--- config.mk ---
export PLATFORM = sky130hd
export DESIGN_NAME = framed_byte_receiver_checksum
export DESIGN_NICKNAME = d
export VERILOG_FILES = /design/src/design/frbc_pkg.sv /design/src/design/frbc_parser.sv /design/src/design/frbc_out_queue.sv /design/src/design/framed_byte_receiver_checksum.sv
export SDC_FILE = /design/constraint.sdc
export NUM_CORES = 1
export LEC_CHECK = 0
export BUFFER_PORTS_ARGS = -buffer_cell sky130_fd_sc_hd__buf_4
export CAP_MARGIN = 20
export CORE_ASPECT_RATIO = 1.5
export CORE_MARGIN = 1
export CORE_UTILIZATION = 35
export CTS_CLUSTER_SIZE = 28
export DETAILED_ROUTE_END_ITERATION = 16
export PLACE_DENSITY = 0.51
export RECOVER_POWER = 100
export SLEW_MARGIN = 40
export SYNTH_ARGS = -nofsm -noshare
export SYNTH_HDL_FRONTEND = slang
export SYNTH_SLANG_ARGS = --single-unit
export TNS_END_PERCENT = 30
--- constraint.sdc ---
create_clock -name clk_i -period 7.55 [get_ports clk_i]
set_input_delay 1.1325 -clock clk_i [delete_from_list [all_inputs] [get_ports clk_i]]
set_output_delay 1.1325 -clock clk_i [all_outputs]
set_load 0.05 [all_outputs]
--- src/design/frbc_pkg.sv ---
// Package for the framed byte receiver with additive checksum.
// Holds the parser phase type, the result item struct and the frame constants.
// No dependencies.
`timescale 1ns / 1ps

package frbc_pkg;

  // Width of the ring address and tail fields on the output stream.
  localparam int unsigned ADDR_W = 10;

  // Header bytes of a frame: 'Z' then 'Y'.
  localparam logic [7:0] FLAG1_BYTE = 8'h5A;
  localparam logic [7:0] FLAG2_BYTE = 8'h59;

  // Number of result queue entries.
  localparam int unsigned QUEUE_DEPTH = 4;

  typedef enum logic [2:0] {
    PH_FLAG1 = 3'd0,
    PH_FLAG2 = 3'd1,
    PH_LEN1  = 3'd2,
    PH_LEN2  = 3'd3,
    PH_TYPE  = 3'd4,
    PH_ID    = 3'd5,
    PH_DATA  = 3'd6,
    PH_CHECK = 3'd7
  } phase_e;

  typedef struct packed {
    logic [ADDR_W-1:0] addr;
    logic [7:0]        data;
    logic              done;
    logic [ADDR_W-1:0] tail;
    logic              last;
  } result_t;

  // Up to two results produced by one byte.
  typedef struct packed {
    logic [1:0] num;
    result_t    r0;
    result_t    r1;
  } push_t;

endpackage

--- src/design/frbc_parser.sv ---
// Frame parser: phase register, running sum, length, count and ring tail.
// Turns one byte combinationally into zero, one or two ring write results.
// Depends on frbc_pkg.
`timescale 1ns / 1ps

module frbc_parser import frbc_pkg::*; #(
  parameter int unsigned RING_SIZE = 1024
) (
  input  logic       clk_i,
  input  logic       rst_ni,
  input  logic       fire_i,
  input  logic [7:0] byte_i,
  output push_t      push_o
);

  localparam int unsigned TW = $clog2(RING_SIZE);
  localparam int unsigned EW = (TW > ADDR_W) ? TW : ADDR_W;
  localparam logic [TW:0] RING_W = (TW + 1)'(RING_SIZE);

  phase_e        phase_q, phase_d;
  logic [7:0]    sum_q, sum_d;
  logic [15:0]   len_q, len_d;
  logic [15:0]   cnt_q, cnt_d;
  logic [TW-1:0] tail_q, tail_d;
  // Ring slot of tail + count, kept modulo the ring size.
  logic [TW-1:0] slot_q, slot_d;

  logic [TW-1:0] slot_inc1;
  logic [TW-1:0] tail_inc1;
  logic [TW-1:0] tail_inc2;
  logic          take_data;

  function automatic logic [TW-1:0] ring_add(input logic [TW-1:0] v, input logic [1:0] inc);
    logic [TW:0] s;
    s = {1'b0, v} + (TW + 1)'(inc);
    if (s >= RING_W) begin
      s = s - RING_W;
    end
    return s[TW-1:0];
  endfunction

  function automatic logic [ADDR_W-1:0] to_addr(input logic [TW-1:0] v);
    logic [EW-1:0] e;
    e = EW'(v);
    return e[ADDR_W-1:0];
  endfunction

  assign slot_inc1 = ring_add(slot_q, 2'd1);
  assign tail_inc1 = ring_add(tail_q, 2'd1);
  assign tail_inc2 = ring_add(tail_q, 2'd2);
  // Signed test count < length - 3, done without a sign as count + 3 < length.
  assign take_data = (({1'b0, cnt_q} + 17'd3) < {1'b0, len_q});

  always_comb begin
    phase_d = phase_q;
    sum_d   = sum_q;
    len_d   = len_q;
    cnt_d   = cnt_q;
    tail_d  = tail_q;
    slot_d  = slot_q;
    push_o  = '0;
    push_o.r0.tail = to_addr(tail_q);
    push_o.r1.tail = to_addr(tail_q);

    case (phase_q)
      PH_FLAG1: begin
        if (byte_i == FLAG1_BYTE) begin
          phase_d = PH_FLAG2;
          sum_d   = sum_q + byte_i;
        end
      end
      PH_FLAG2: begin
        if (byte_i == FLAG2_BYTE) begin
          phase_d = PH_LEN1;
          sum_d   = sum_q + byte_i;
        end else begin
          // Drop the frame and look at this byte again as a first header byte.
          cnt_d   = '0;
          slot_d  = tail_q;
          phase_d = (byte_i == FLAG1_BYTE) ? PH_FLAG2 : PH_FLAG1;
          sum_d   = (byte_i == FLAG1_BYTE) ? byte_i : 8'd0;
        end
      end
      PH_LEN1: begin
        phase_d = PH_LEN2;
        cnt_d   = cnt_q + 16'd2;
        slot_d  = ring_add(slot_q, 2'd2);
        len_d   = {byte_i, 8'h00};
        sum_d   = sum_q + byte_i;
      end
      PH_LEN2: begin
        phase_d = PH_TYPE;
        len_d   = len_q | {8'h00, byte_i};
        sum_d   = sum_q + byte_i;
      end
      default: begin
        if (phase_q inside {PH_TYPE, PH_ID} ||
            (phase_q == PH_DATA && take_data)) begin
          // Stored byte: type, id or data.
          if (phase_q == PH_TYPE) begin
            phase_d = PH_ID;
          end else begin
            phase_d = PH_DATA;
          end
          cnt_d          = cnt_q + 16'd1;
          slot_d         = slot_inc1;
          sum_d          = sum_q + byte_i;
          push_o.num     = 2'd1;
          push_o.r0.addr = to_addr(slot_inc1);
          push_o.r0.data = byte_i;
          push_o.r0.last = 1'b1;
        end else if (byte_i == sum_q) begin
          // Good checksum: write the count big-endian behind the tail and advance.
          phase_d        = PH_FLAG1;
          sum_d          = '0;
          cnt_d          = '0;
          len_d          = '0;
          tail_d         = slot_q;
          push_o.num     = 2'd2;
          push_o.r0.addr = to_addr(tail_inc1);
          push_o.r0.data = cnt_q[15:8];
          push_o.r1.addr = to_addr(tail_inc2);
          push_o.r1.data = cnt_q[7:0];
          push_o.r1.done = 1'b1;
          push_o.r1.tail = to_addr(slot_q);
          push_o.r1.last = 1'b1;
        end else begin
          // Bad checksum: drop the frame, the byte may start a new one.
          cnt_d   = '0;
          slot_d  = tail_q;
          phase_d = (byte_i == FLAG1_BYTE) ? PH_FLAG2 : PH_FLAG1;
          sum_d   = (byte_i == FLAG1_BYTE) ? byte_i : 8'd0;
        end
      end
    endcase
  end

  always_ff @(posedge clk_i or negedge rst_ni) begin
    if (!rst_ni) begin
      phase_q <= PH_FLAG1;
      sum_q   <= '0;
      len_q   <= '0;
      cnt_q   <= '0;
      tail_q  <= '0;
      slot_q  <= '0;
    end else if (fire_i) begin
      phase_q <= phase_d;
      sum_q   <= sum_d;
      len_q   <= len_d;
      cnt_q   <= cnt_d;
      tail_q  <= tail_d;
      slot_q  <= slot_d;
    end
  end

endmodule

--- src/design/frbc_out_queue.sv ---
// Result queue: takes up to two results per cycle, hands out one per cycle while ready_i is high.
// Register array with read and write pointers.
// Depends on frbc_pkg.
`timescale 1ns / 1ps

module frbc_out_queue import frbc_pkg::*; (
  input  logic    clk_i,
  input  logic    rst_ni,
  input  logic    push_en_i,
  input  push_t   push_i,
  output logic    room_o,
  output logic    valid_o,
  input  logic    ready_i,
  output result_t res_o
);

  localparam int unsigned PW = $clog2(QUEUE_DEPTH);

  result_t         mem_q [QUEUE_DEPTH];
  logic [PW-1:0]   wptr_q, wptr_d;
  logic [PW-1:0]   rptr_q, rptr_d;
  logic [PW:0]     cnt_q, cnt_d;
  logic [1:0]      num;
  logic            pop;
  logic [PW-1:0]   wptr_nx;

  assign num     = push_en_i ? push_i.num : 2'd0;
  assign pop     = valid_o && ready_i;
  assign wptr_nx = wptr_q + PW'(1);
  assign valid_o = (cnt_q != '0);
  assign res_o   = mem_q[rptr_q];
  // Room for a full pair of results.
  assign room_o  = (cnt_q <= (PW + 1)'(QUEUE_DEPTH - 2));

  always_comb begin
    wptr_d = wptr_q + PW'(num);
    rptr_d = pop ? rptr_q + PW'(1) : rptr_q;
    cnt_d  = cnt_q + (PW + 1)'(num) - (PW + 1)'(pop);
  end

  always_ff @(posedge clk_i or negedge rst_ni) begin
    if (!rst_ni) begin
      wptr_q <= '0;
      rptr_q <= '0;
      cnt_q  <= '0;
    end else begin
      wptr_q <= wptr_d;
      rptr_q <= rptr_d;
      cnt_q  <= cnt_d;
    end
  end

  always_ff @(posedge clk_i) begin
    if (num != 2'd0) begin
      mem_q[wptr_q] <= push_i.r0;
    end
    if (num == 2'd2) begin
      mem_q[wptr_nx] <= push_i.r1;
    end
  end

endmodule

--- src/design/framed_byte_receiver_checksum.sv ---
// Framed byte receiver with 8-bit additive checksum. Bytes arrive on the input
// stream one item each and are parsed as frames: 'Z', 'Y', a big-endian 16-bit
// length, a type byte, an id byte, data bytes and a checksum byte equal to the
// 8-bit sum of all bytes before it. Type, id and data bytes each give one ring
// write item at tail + count; a good checksum gives two items that write the
// count big-endian at tail + 1 and tail + 2, the second one flagged in tuser
// and carrying the advanced tail. A bad header or checksum byte drops the frame
// and is looked at again as a possible start of the next one; such bytes and
// header bytes give no items. The input byte is registered and parsed, and its
// results go into a four-entry queue; a byte is taken every cycle while the
// queue holds at most two results, and its first item reaches the receiver
// through the input register and the queue. The output side drains one item
// per cycle while the receiver is ready. A frame with n stored bytes is n + 5
// input items and gives n + 2 output items, so with a ready receiver the input
// never stalls and one byte is taken every cycle; a stalled receiver stops the
// input once the queue holds three results and one byte waits in the register.
// Depends on frbc_pkg, frbc_parser and frbc_out_queue.
`timescale 1ns / 1ps

module framed_byte_receiver_checksum import frbc_pkg::*; #(
  parameter int unsigned RING_SIZE = 1024
) (
  input  logic        clk_i,
  input  logic        rst_ni,
  input  logic        s_axis_tvalid_i,
  output logic        s_axis_tready_o,
  input  logic [7:0]  s_axis_tdata_i,   // [7:0] rx_byte
  output logic        m_axis_tvalid_o,
  input  logic        m_axis_tready_i,
  output logic [31:0] m_axis_tdata_o,   // [9:0] write_address, [17:10] write_data,
                                        // [27:18] new_tail, [31:28] zero
  output logic        m_axis_tuser_o,   // [0] frame_done
  output logic        m_axis_tlast_o    // final item caused by one byte
);

  // Input register holding one accepted byte.
  logic       in_valid_q;
  logic [7:0] in_byte_q;

  logic       room;
  logic       proc_fire;
  push_t      push;
  result_t    res;

  // A held byte is parsed as soon as the queue can take both of its results.
  assign proc_fire       = in_valid_q && room;
  assign s_axis_tready_o = !in_valid_q || proc_fire;

  always_ff @(posedge clk_i or negedge rst_ni) begin
    if (!rst_ni) begin
      in_valid_q <= 1'b0;
    end else if (s_axis_tready_o) begin
      in_valid_q <= s_axis_tvalid_i;
    end
  end

  always_ff @(posedge clk_i) begin
    if (s_axis_tready_o && s_axis_tvalid_i) begin
      in_byte_q <= s_axis_tdata_i;
    end
  end

  frbc_parser #(
    .RING_SIZE(RING_SIZE)
  ) u_parser (
    .clk_i  (clk_i),
    .rst_ni (rst_ni),
    .fire_i (proc_fire),
    .byte_i (in_byte_q),
    .push_o (push)
  );

  frbc_out_queue u_queue (
    .clk_i     (clk_i),
    .rst_ni    (rst_ni),
    .push_en_i (proc_fire),
    .push_i    (push),
    .room_o    (room),
    .valid_o   (m_axis_tvalid_o),
    .ready_i   (m_axis_tready_i),
    .res_o     (res)
  );

  assign m_axis_tdata_o = {4'b0000, res.tail, res.data, res.addr};
  assign m_axis_tuser_o = res.done;
  assign m_axis_tlast_o = res.last;

endmodule

==> flow_metrics.env, run 1 <==
export IMPL_status="finished with violations"
export IMPL_violations="max-capacitance violations, max-slew violations"
export IMPL_drive_gt1_share_pct=13.4
export IMPL_crit_path_end_kind="flop"
export IMPL_fillers=3230
export IMPL_synth_area_top_cells="edfxtp_1 33%, dfrtp_1 15%, a21oi_1 6.0%"
export IMPL_finalSetupTns_ns=0
export IMPL_crit_fanout=15
export IMPL_synth_edff_count=128
export IMPL_diodes=0
export IMPL_synthArstFlopShare_pct=35.7
export IMPL_worst_pin_slew_ns=2.83
export IMPL_rows=81
export IMPL_core_area_um2=32500
export IMPL_grt_pass1_wl_um=49200
export IMPL_final_common_cell="a21oi_1"
export IMPL_clockBufferDepth=2
export IMPL_p_clk_share_pct=28.7
export IMPL_switching_share_pct=37.1
export IMPL_yosys_warnings=0
export IMPL_cts_resized=0
export IMPL_start_util_pct=35.4
export IMPL_drtIter0Drc=478
export IMPL_slowest_delay_ns=1.22
export IMPL_setup_ws_ns=1.33
export IMPL_drv_slew=138
export IMPL_ir_drop_mv=0.167
export IMPL_holdWs_ns=0.495
export IMPL_io_buffers=43
export IMPL_gp_congestion=0.832
export IMPL_synth_top_area_share_pct=33.4
export IMPL_power_switching_mw=1.19
export IMPL_synth_ff_type="edfxtp_1"
export IMPL_clock_latency_ns=0.45
export IMPL_path_clk_slew_ns=0.07
export IMPL_worstPathCellList="ha_1 -> a21oi_1 -> nor2b_1 -> nand4_1 -> nor2_1 -> nand3_1 -> nor2_1 -> xor2_1 -> ha_1 -> nand3_1 -> nor3_1 -> a2bb2oi_1 -> o211a_1 -> nor4_1 -> a21oi_1 -> nor2_2 -> clkbuf_1"
export IMPL_p_leak_nw=4.71
export IMPL_ant_nets=0
export IMPL_vias=8330
export IMPL_fin_crit_sh_pct=82.4
export IMPL_multiInputGateArea_um2=5370
export IMPL_ios=48
export IMPL_drt_pass1_iterations=5
export IMPL_path_class="reg -> reg"
export IMPL_seq_area_um2=5620
export IMPL_cts_setup_buffers=0
export IMPL_skew_ns=0.0125
export IMPL_required_ns=7.63
export IMPL_via_per_inst=5.52
export IMPL_cts_buffers=17
export IMPL_synth_cells=1079
export IMPL_seq_area_frac_synth_pct=48.8
export IMPL_synth_largest_area_cell="edfxtp_1"
export IMPL_internal_power_mw=2.02
export IMPL_cts_hold_buf=0
export IMPL_drv_cap=5
export IMPL_syn_area_um2=11500
export IMPL_fp_dieH_um=224
export IMPL_grt_overflow_total=0
export IMPL_dieArea_um2=33700
export IMPL_dieWidth_um=150
export IMPL_p_seq_share_pct=40.8
export IMPL_hold_viol=0
export IMPL_grt_start_max_net_pins=47
export IMPL_wl_per_cell_um=20.7
export IMPL_cts_max_level=4
export IMPL_dp_hpwl_um=21800
export IMPL_arrival_ns=6.30
export IMPL_synth_seq_cells=199
export IMPL_ys_types=78
export IMPL_finalWirelength_um=31200
export IMPL_clock_sinks=199
export IMPL_drc=0
export IMPL_area_growth_pct=9.51
export IMPL_grt_setup_unrepaired="false"
export IMPL_layout_common_cells="136 x a21oi_1, 128 x edfxtp_1, 98 x nor2_1"
export IMPL_cp_start_kind="flop"
export IMPL_fmax_ghz=0.161
export IMPL_grt_usage_pct=19.6
export IMPL_hold_class="reg -> reg"
export IMPL_cts_tree="yes"
export IMPL_finalCriticalPeriod_ns=6.22
export IMPL_post_place_ws_ns=2.21
export IMPL_cts_root_buf="clkbuf_16"
export IMPL_slowest_stage="nor4_1"
export IMPL_first_global_vias=8335
export IMPL_combPwrFrac_pct=30.5
export IMPL_synth_area_per_cell_um2=10.7
export IMPL_setup_viol=0
export IMPL_antenna_found_initial=0
export IMPL_relSlewSlack_pct=-88.6
export IMPL_cellPowerDensity_nw_per_um2=255
export IMPL_fin_nets=1128
==> critical path, delay by kind of cell, from the launching register on <==
kind	cells	cell delay, ns
buffers and inverters	1	0.78
AO/OA/AOI/OAI	4	0.87
XOR/XNOR	1	0.10
AND/OR/NAND/NOR	9	2.89
adder cells (fa/ha/maj)	2	0.57
flip-flops	1	0.60
==> power groups by stage <==
stage	sequential (mW)	combinational, mW	clock [mW]
finish	1.31	0.981	0.923
global route	1.32	1.08	0.986
CTS	1.31	1.05	0.947
detailed placement	1.33	1.05	0
global placement	1.33	1.04	0
floorplan	1.28	0.786	0
==> Yosys cell counts (3+ instances only) <==
master / n
a21oi_1: 137
a22o_1: 4
a22oi_1: 14
a2bb2oi_1: 3
a311oi_1: 3
a31oi_1: 16
a32o_1: 3
and2_1: 10
and3_1: 8
and4_1: 6
buf_1: 9
buf_2: 16
buf_4: 6
clkbuf_1: 60
dfrtp_1: 71
edfxtp_1: 128
ha_1: 34
inv_1: 38
mux2_2: 44
mux2i_1: 14
mux4_2: 30
nand2_1: 86
nand2b_1: 5
nand3_1: 30
nand4_1: 13
nor2_1: 99
nor2b_1: 4
nor3_1: 18
nor3b_1: 3
o211ai_1: 5
o21a_1: 3
o21ai_0: 38
o22ai_1: 6
o31ai_1: 4
o41ai_1: 4
or3_1: 3
xnor2_1: 30
xor2_1: 22
==> cell type report <==
type                    instances  share of cell area (%)
clock buffers                  18                    3.40
clock inverters                14                    1.23
inverters                      39                    1.18
multi-input cells             752                    42.6
flip-flops and latches        199                    44.5
well taps                     415                    4.11
repair buffers                 71                    2.95
==> cells by family (layout without fill, tap and decap cells) <==
group           count (synthesis)  count (layout)  share of synthesized area (%)
buf+inv                       131             142                           4.72
simple gates                  307             307                           13.3
mux                            88              88                           11.4
fa+ha+maj                      36              36                           4.04
compound gates                265             265                           13.8
flops                         199             199                           48.8
xor+xnor                       52              52                           3.95
other cells                     1               4                         0.0325
==> sequential cells by signal, indices dropped and copies added, names as in the netlist <==
register	flops
u_queue.mem_q	120
u_parser.cnt_q	16
u_parser.len_q	16
u_parser.slot_q	10
u_parser.tail_q	10
in_byte_q	8
u_parser.sum_q	8
u_parser.phase_q	3
u_queue.cnt_q	3
u_queue.rptr_q	2
u_queue.wptr_q	2
in_valid_q	1
==> per-layer routing <==
| metal | global-route usage [%] | share of wire (%) | vias to the layer above |
|---|---|---|---|
| li1 | - | - | 3971 |
| met1 | 23.8 | 42 | 4141 |
| met2 | 34.4 | 52 | 176 |
| met3 | 2.96 | 3.5 | 42 |
| met4 | 7.56 | 2.4 | 0 |
| met5 | 0 | 0 | - |
==> through the flow <==
stage          power (mW)  std cells  utilization (%)  instance area (um^2)
2_1_floorplan        2.07       1082                -                 11500
3_3_place_gp         2.37       1475             37.6                 12200
3_5_place_dp         2.38       1476             37.8                 12300
4_1_cts              3.31       1508             39.6                 12900
5_1_grt              3.38       1508             38.8                 12600
6_report             3.21       1508             38.8                 12600
==> path summary, 6_finish.rpt <==
check	cells after the start	startpoint	slack, ns	endpoint
worst max-delay path	17	u_parser.cnt_q[2]	1.33	u_queue.mem_q[1][14]
worst min-delay path	2	u_parser.len_q[3]	0.49	u_parser.len_q[3]
worst max register to register	17	u_parser.cnt_q[2]	1.33	u_queue.mem_q[1][14]
worst min register to register	2	u_parser.len_q[3]	0.49	u_parser.len_q[3]
max in group asynchronous	2	rst_ni	2.90	u_queue.rptr_q[0]
min in group asynchronous	1	rst_ni	1.06	u_parser.cnt_q[11]
(Power assumes the default switching activity.)
==> inputs of run 2 (changes only) <==
--- a/config.mk
+++ b/config.mk
@@ -5,6 +5,7 @@
 export SDC_FILE = /design/constraint.sdc
 export NUM_CORES = 1
 export LEC_CHECK = 0
+export ABC_AREA = 1
 export BUFFER_PORTS_ARGS = -buffer_cell sky130_fd_sc_hd__buf_4
 export CAP_MARGIN = 20
 export CORE_ASPECT_RATIO = 1.5
==> constraint.sdc (replaced) <==
create_clock -name clk_i -period 6 [get_ports clk_i]
set_input_delay 0.9 -clock clk_i [delete_from_list [all_inputs] [get_ports clk_i]]
set_output_delay 0.9 -clock clk_i [all_outputs]
set_load 0.05 [all_outputs]
==> run 2 against run 1 <==
Compared with the run above: fmax up 26%; sequential power up 57%; worst setup slack worse by 0.28 ns; the run still ends with max-capacitance violations, max-slew violations left.
==> flow_metrics.env, run 2 <==
export IMPL_grt_setup_unrepaired="false"
export IMPL_synth_most_common_cell="nand2_1"
export IMPL_fin_nets=1648
export IMPL_multiInputGateArea_um2=5650
export IMPL_synth_mux_area_fraction_pct=0
export IMPL_via_per_inst=5.18
export IMPL_internal_power_mw=3.19
export IMPL_clock_latency_ns=0.47
export IMPL_layout_common_cells="584 x nand2_1, 150 x nor2_1, 148 x o21ai_0"
export IMPL_vias=10500
export IMPL_r2r_slack_ns=1.05
export IMPL_first_global_vias=10500
export IMPL_synth_top_area_share_pct=31.6
export IMPL_finalSetupTns_ns=0
export IMPL_required_ns=6.33
export IMPL_fillers=3596
export IMPL_rows=83
export IMPL_power_total_mw=6.40
export IMPL_drive_gt1_share_pct=5.58
export IMPL_fmax_ghz=0.202
export IMPL_grt_start_max_net_pins=44
export IMPL_slowest_delay_ns=0.68
export IMPL_switching_share_pct=50.1
export IMPL_grt_overflow_total=0
export IMPL_cellPowerDensity_nw_per_um2=483
export IMPL_grt_usage_pct=21.6
export IMPL_crit_family="simple AND/OR/NAND/NOR gates"
export IMPL_combPwrFrac_pct=49.2
export IMPL_dieArea_um2=35600
export IMPL_path_buf_inv=3
export IMPL_p_seq_share_pct=32.3
export IMPL_cts_hold_buf=0
export IMPL_crit_fanout=30
export IMPL_postPlaceCellArea_um2=12800
export IMPL_diodes=0
export IMPL_slowest_stage="clkbuf_2"
export IMPL_violations="max-capacitance violations, max-slew violations"
export IMPL_hold_viol=0
export IMPL_path_clk_slew_ns=0.08
export IMPL_core_area_um2=34300
export IMPL_worst_pin_slew_ns=2.52
export IMPL_synth_seq_cells=199
export IMPL_yosys_warnings=0
export IMPL_syn_area_um2=12200
export IMPL_gp_congestion=0.901
export IMPL_clockBufferDepth=2
export IMPL_p_leak_nw=5.69
export IMPL_synth_top_family_by_area="simple AND/OR/NAND/NOR gates"
export IMPL_regMostFlops="u_queue.mem_q"
export IMPL_synth_cells=1603
export IMPL_drt_pass1_iterations=5
export IMPL_postLayoutCellArea_um2=13200
export IMPL_crit_path_end_kind="flop"
export IMPL_seq_area_frac_synth_pct=46.1
export IMPL_status="finished with violations"
export IMPL_synthArstFlopShare_pct=35.7
export IMPL_dp_hpwl_um=25100
export IMPL_clock_sinks=199
export IMPL_drv_slew=74
export IMPL_synthAdderAreaFrac_pct=3.82
export IMPL_final_common_cell="nand2_1"
export IMPL_grt_pass1_wl_um=58300
export IMPL_largestRegisters="u_queue.mem_q (120), u_parser.cnt_q (16), u_parser.len_q (16)"
export IMPL_io_buffers=43
export IMPL_synth_ff_type="edfxtp_1"
export IMPL_fin_util_pct=38.6
export IMPL_ios=48
export IMPL_power_switching_mw=3.21
export IMPL_synth_area_per_cell_um2=7.60
export IMPL_hold_class="reg -> reg"
export IMPL_cts_setup_buffers=0
export IMPL_dp_cells=2006
export IMPL_ir_drop_mv=0.227
export IMPL_relSlewSlack_pct=-68.2
export IMPL_fp_dieH_um=230
export IMPL_worstPathCellList="ha_1 -> inv_1 -> nand2_1 -> nand2_1 -> nor3_1 -> xor2_1 -> ha_1 -> and3_1 -> nor3b_1 -> nand2_1 -> nand2_1 -> clkbuf_1 -> nand4_4 -> nor2_1 -> clkbuf_2 -> nand2_1 -> nand2_1"
export IMPL_cp_start_kind="flop"
export IMPL_antenna_found_initial=0
export IMPL_post_place_ws_ns=1.47
export IMPL_area_growth_pct=8.74
export IMPL_ant_nets=0
export IMPL_cts_resized=0
export IMPL_ys_types=44
export IMPL_fin_crit_sh_pct=82.5
export IMPL_wl_per_cell_um=18.1
export IMPL_cts_root_buf="clkbuf_16"
export IMPL_synth_area_top_cells="edfxtp_1 32%, nand2_1 18%, dfrtp_1 15%"
export IMPL_start_util_pct=35.5
export IMPL_cts_buffers=17
export IMPL_holdWs_ns=0.490
export IMPL_yosys_area_share_simple_pct=27.6
export IMPL_setup_viol=0
export IMPL_synth_compound_area_share_pct=11.8
export IMPL_synth_edff_count=128
export IMPL_fin_cells=2038
export IMPL_largest_reg_flops=120
export IMPL_cts_tree="yes"
export IMPL_cp_common_cell="nand2_1"
export IMPL_skew_ns=0.0116
export IMPL_drc=0
export IMPL_arrival_ns=5.28
export IMPL_setup_ws_ns=1.05
export IMPL_synth_common_cells="585 x nand2_1, 152 x nor2_1, 146 x o21ai_0, 128 x edfxtp_1, 121 x inv_1"
export IMPL_synth_xor_xnor_area_share_pct=3.02
export IMPL_path_class="reg -> reg"
export IMPL_finalWirelength_um=37000
export IMPL_drtIter0Drc=724
export IMPL_cts_max_level=4
export IMPL_seq_area_um2=5620
export IMPL_synth_largest_area_cell="edfxtp_1"
export IMPL_drv_cap=2
export IMPL_p_clk_share_pct=18.5
export IMPL_dieWidth_um=154
export IMPL_finalCriticalPeriod_ns=4.95
-- run 2: layout make-up --
type	instances	area share, %
flip-flops and latches	199	42.4
repair buffers	69	2.79
clock inverters	15	1.28
clock buffers	17	3.21
inverters	127	3.61
multi-input cells	1186	42.7
well taps	425	4.01
-- run 2: logic make-up (layout without fill, tap and decap cells) --
logic type	after synthesis	count (layout)
other cells	1	4
compound gates	261	261
buf+inv	221	228
simple gates	843	843
xor+xnor	42	42
flops	199	199
fa+ha+maj	36	36
-- run 2: metal layers --
layer | wire length, um | track usage, % | share of wire [%] | vias to the layer above
li1 | - | - | - | 5211
met3 | 1700 | 3.55 | 4.6 | 66
met1 | 15100 | 24.7 | 41 | 4968
met2 | 19000 | 39.2 | 51 | 303
met4 | 1200 | 9.62 | 3.3 | 0
met5 | 0 | 0 | 0 | -
-- run 2: tightest hold or removal path, cell delays in order, from the launching register on --
cell and delay [ns]:
dfrtp_1 0.35, nand2_1 0.05, o21ai_0 0.06
-- run 2: worst paths after layout --
check	from	end	cells after the start
max in group asynchronous	rst_ni	u_queue.rptr_q[0]	2
hold / removal	u_parser.len_q[13]	u_parser.len_q[13]	2
hold reg to reg	u_parser.len_q[13]	u_parser.len_q[13]	2
setup reg to reg	u_parser.cnt_q[2]	u_queue.mem_q[0][12]	17
min in group asynchronous	rst_ni	u_parser.cnt_q[6]	1
setup / recovery	u_parser.cnt_q[2]	u_queue.mem_q[0][12]	17
-- run 2: power groups by stage --
stage | Combinational [mW] | Clock, mW | Sequential (mW)
CTS | 3.32 | 1.21 | 2.06
detailed placement | 3.31 | 0 | 2.09
global placement | 3.29 | 0 | 2.08
global route | 3.53 | 1.26 | 2.10
finish | 3.15 | 1.18 | 2.06
floorplan | 2.50 | 0 | 1.91
==> inputs of run 3 (changes only) <==
--- a/config.mk
+++ b/config.mk
@@ -5,7 +5,7 @@
 export SDC_FILE = /design/constraint.sdc
 export NUM_CORES = 1
 export LEC_CHECK = 0
-export ABC_AREA = 1
+export ABC_AREA = 0
 export BUFFER_PORTS_ARGS = -buffer_cell sky130_fd_sc_hd__buf_4
 export CAP_MARGIN = 20
 export CORE_ASPECT_RATIO = 1.5
@@ -13,7 +13,7 @@
 export CORE_UTILIZATION = 35
 export CTS_CLUSTER_SIZE = 28
 export DETAILED_ROUTE_END_ITERATION = 16
-export PLACE_DENSITY = 0.51
+export PLACE_DENSITY = 0.53
 export RECOVER_POWER = 100
 export SLEW_MARGIN = 40
 export SYNTH_ARGS = -nofsm -noshare
==> constraint.sdc (replaced) <==
create_clock -name clk_i -period 4.2 [get_ports clk_i]
set_input_delay 0.63 -clock clk_i [delete_from_list [all_inputs] [get_ports clk_i]]
set_output_delay 0.63 -clock clk_i [all_outputs]
set_load 0.05 [all_outputs]
==> run 3 against run 2 <==
Compared with the run above: final cell count shrank 24%; the run still ends with max-capacitance violations, max-slew violations left; via count fell by 19%; sequential share of layout area grew 0.31 points.
==> flow_metrics.env, run 3 (synthesis gave the netlist of run 1 again) <==
export IMPL_grt_setup_unrepaired="true"
export IMPL_grt_pass1_wl_um=49600
export IMPL_diodes=0
export IMPL_core_area_um2=32500
export IMPL_start_util_pct=35.4
export IMPL_drv_slew=72
export IMPL_holdWs_ns=0.356
export IMPL_hold_viol=0
export IMPL_path_class="reg -> reg"
export IMPL_grt_start_max_net_pins=72
export IMPL_clock_sinks=199
export IMPL_ant_nets=0
export IMPL_final_common_cell="a21oi_1"
export IMPL_cts_max_level=4
export IMPL_dieWidth_um=150
export IMPL_drt_pass1_iterations=5
export IMPL_arrival_ns=4.28
export IMPL_required_ns=4.42
export IMPL_fin_nets=1159
export IMPL_finalSetupTns_ns=0
export IMPL_hold_class="in -> reg"
export IMPL_setup_viol=0
export IMPL_path_clk_slew_ns=0.08
export IMPL_status="finished with violations"
export IMPL_vias=8515
export IMPL_cts_root_buf="clkbuf_16"
export IMPL_drv_cap=1
export IMPL_antenna_found_initial=0
export IMPL_layout_common_cells="134 x a21oi_1, 128 x edfxtp_1, 96 x nor2_1"
export IMPL_crit_fanout=6
export IMPL_drive_gt1_share_pct=21.1
export IMPL_ir_drop_mv=0.295
export IMPL_crit_path_end_kind="flop"
export IMPL_slowest_stage="dfrtp_2"
export IMPL_fin_util_pct=40.4
export IMPL_largest_reg_flops=120
export IMPL_slowest_delay_ns=0.42
export IMPL_dieArea_um2=33700
export IMPL_fin_cells=1539
export IMPL_worst_pin_slew_ns=1.96
export IMPL_wl_per_cell_um=20.4
export IMPL_violations="max-capacitance violations, max-slew violations"
export IMPL_area_growth_pct=14.2
export IMPL_cp_start_kind="flop"
export IMPL_grt_usage_pct=19.7
export IMPL_regMostFlops="u_queue.mem_q"
export IMPL_dp_hpwl_um=22200
export IMPL_finalWirelength_um=31500
export IMPL_io_buffers=43
export IMPL_gp_congestion=0.854
export IMPL_drtIter0Drc=612
export IMPL_worstPathCellList="inv_2 -> ha_1 -> a21oi_1 -> nor2b_1 -> nand4_1 -> nor2_2 -> nand3_1 -> nor2_1 -> xor2_1 -> ha_1 -> nand3_2 -> nor3_4 -> nand2_2 -> o211a_4 -> nor2_2 -> o21ai_0 -> mux2_2"
export IMPL_grt_overflow_total=0
export IMPL_drc=0
export IMPL_rows=81
export IMPL_relSlewSlack_pct=-30.9
export IMPL_dp_cells=1505
export IMPL_cellPowerDensity_nw_per_um2=438
export IMPL_first_global_vias=8446
export IMPL_fmax_ghz=0.246
export IMPL_cts_tree="yes"
export IMPL_postPlaceCellArea_um2=12600
export IMPL_postLayoutCellArea_um2=13200
export IMPL_fillers=3149
export IMPL_p_leak_nw=4.99
export IMPL_ios=48
export IMPL_largestRegisters="u_queue.mem_q (120), u_parser.cnt_q (16), u_parser.len_q (16)"
export IMPL_clock_latency_ns=0.47
export IMPL_fin_crit_sh_pct=96.8
export IMPL_clockBufferDepth=2
export IMPL_finalCriticalPeriod_ns=4.06
export IMPL_cts_buffers=17
export IMPL_skew_ns=0.0168
export IMPL_via_per_inst=5.53
export IMPL_fp_dieH_um=224
[run 3: worst max-delay path: cells and delay by family (launching register included)]
| kind | cells | cell delay (ns) |
|---|---|---|
| XOR/XNOR | 1 | 0.08 |
| flip-flops | 1 | 0.42 |
| AND/OR/NAND/NOR | 9 | 1.68 |
| adder cells (fa/ha/maj) | 2 | 0.46 |
| AO/OA/AOI/OAI | 3 | 0.72 |
| multiplexers | 1 | 0.36 |
| buffers and inverters | 1 | 0.09 |
[run 3: worst paths after layout]
check / startpoint / end / slack, ns / depth (start not counted)
max: u_parser.cnt_q[1] / u_queue.mem_q[0][22] / 0.14 / 17
min: s_axis_tdata_i[0] / in_byte_q[0] / 0.36 / 1
max reg2reg: u_parser.cnt_q[1] / u_queue.mem_q[0][22] / 0.14 / 17
min reg2reg: u_parser.len_q[2] / u_parser.len_q[2] / 0.50 / 2
max in group asynchronous: rst_ni / u_queue.rptr_q[1] / 2.18 / 1
min in group asynchronous: rst_ni / u_queue.rptr_q[1] / 0.66 / 1
[run 3: report_power, final]
group          switching, mW  total (mW)  internal (mW)
Sequential             0.272        2.47           2.20
Combinational           1.09        1.71          0.622
Clock                  0.803        1.58          0.775
Total                   2.17        5.76           3.59
[run 3: timing repair]
action	CTS	global route
resized for setup	0	21
setup buffers	0	2
endpoints found under the setup margin	0	228
hold buffers	0	0
[run 3: final cells by class]
type / instances / area, um^2 / share of cell area (%)
multi-input combinational: 752 / 5550 / 42.1
inverter: 39 / 149 / 1.13
clock inverter: 14 / 119 / 0.903
clock buffer: 18 / 429 / 3.26
tap: 415 / 519 / 3.95
sequential: 199 / 5630 / 42.7
timing repair buffer: 102 / 772 / 5.87
[run 3: routing by layer]
layer | vias up | track usage [%] | wire, um
li1 | 4033 | - | -
met1 | 4225 | 23.8 | 13100
met2 | 192 | 34.8 | 16400
met3 | 65 | 2.27 | 871
met4 | 0 | 8.67 | 1010
met5 | - | 0 | 0
[run 3: metrics by stage]
step / setup WS (ns) / total power, mW
after floorplan: -0.0166 / 3.74
final: 0.135 / 5.76
after global placement: 0.155 / 4.28
after detailed placement: 0.0381 / 4.29
after CTS: 0.0159 / 5.86
after global routing: -0.102 / 6.04
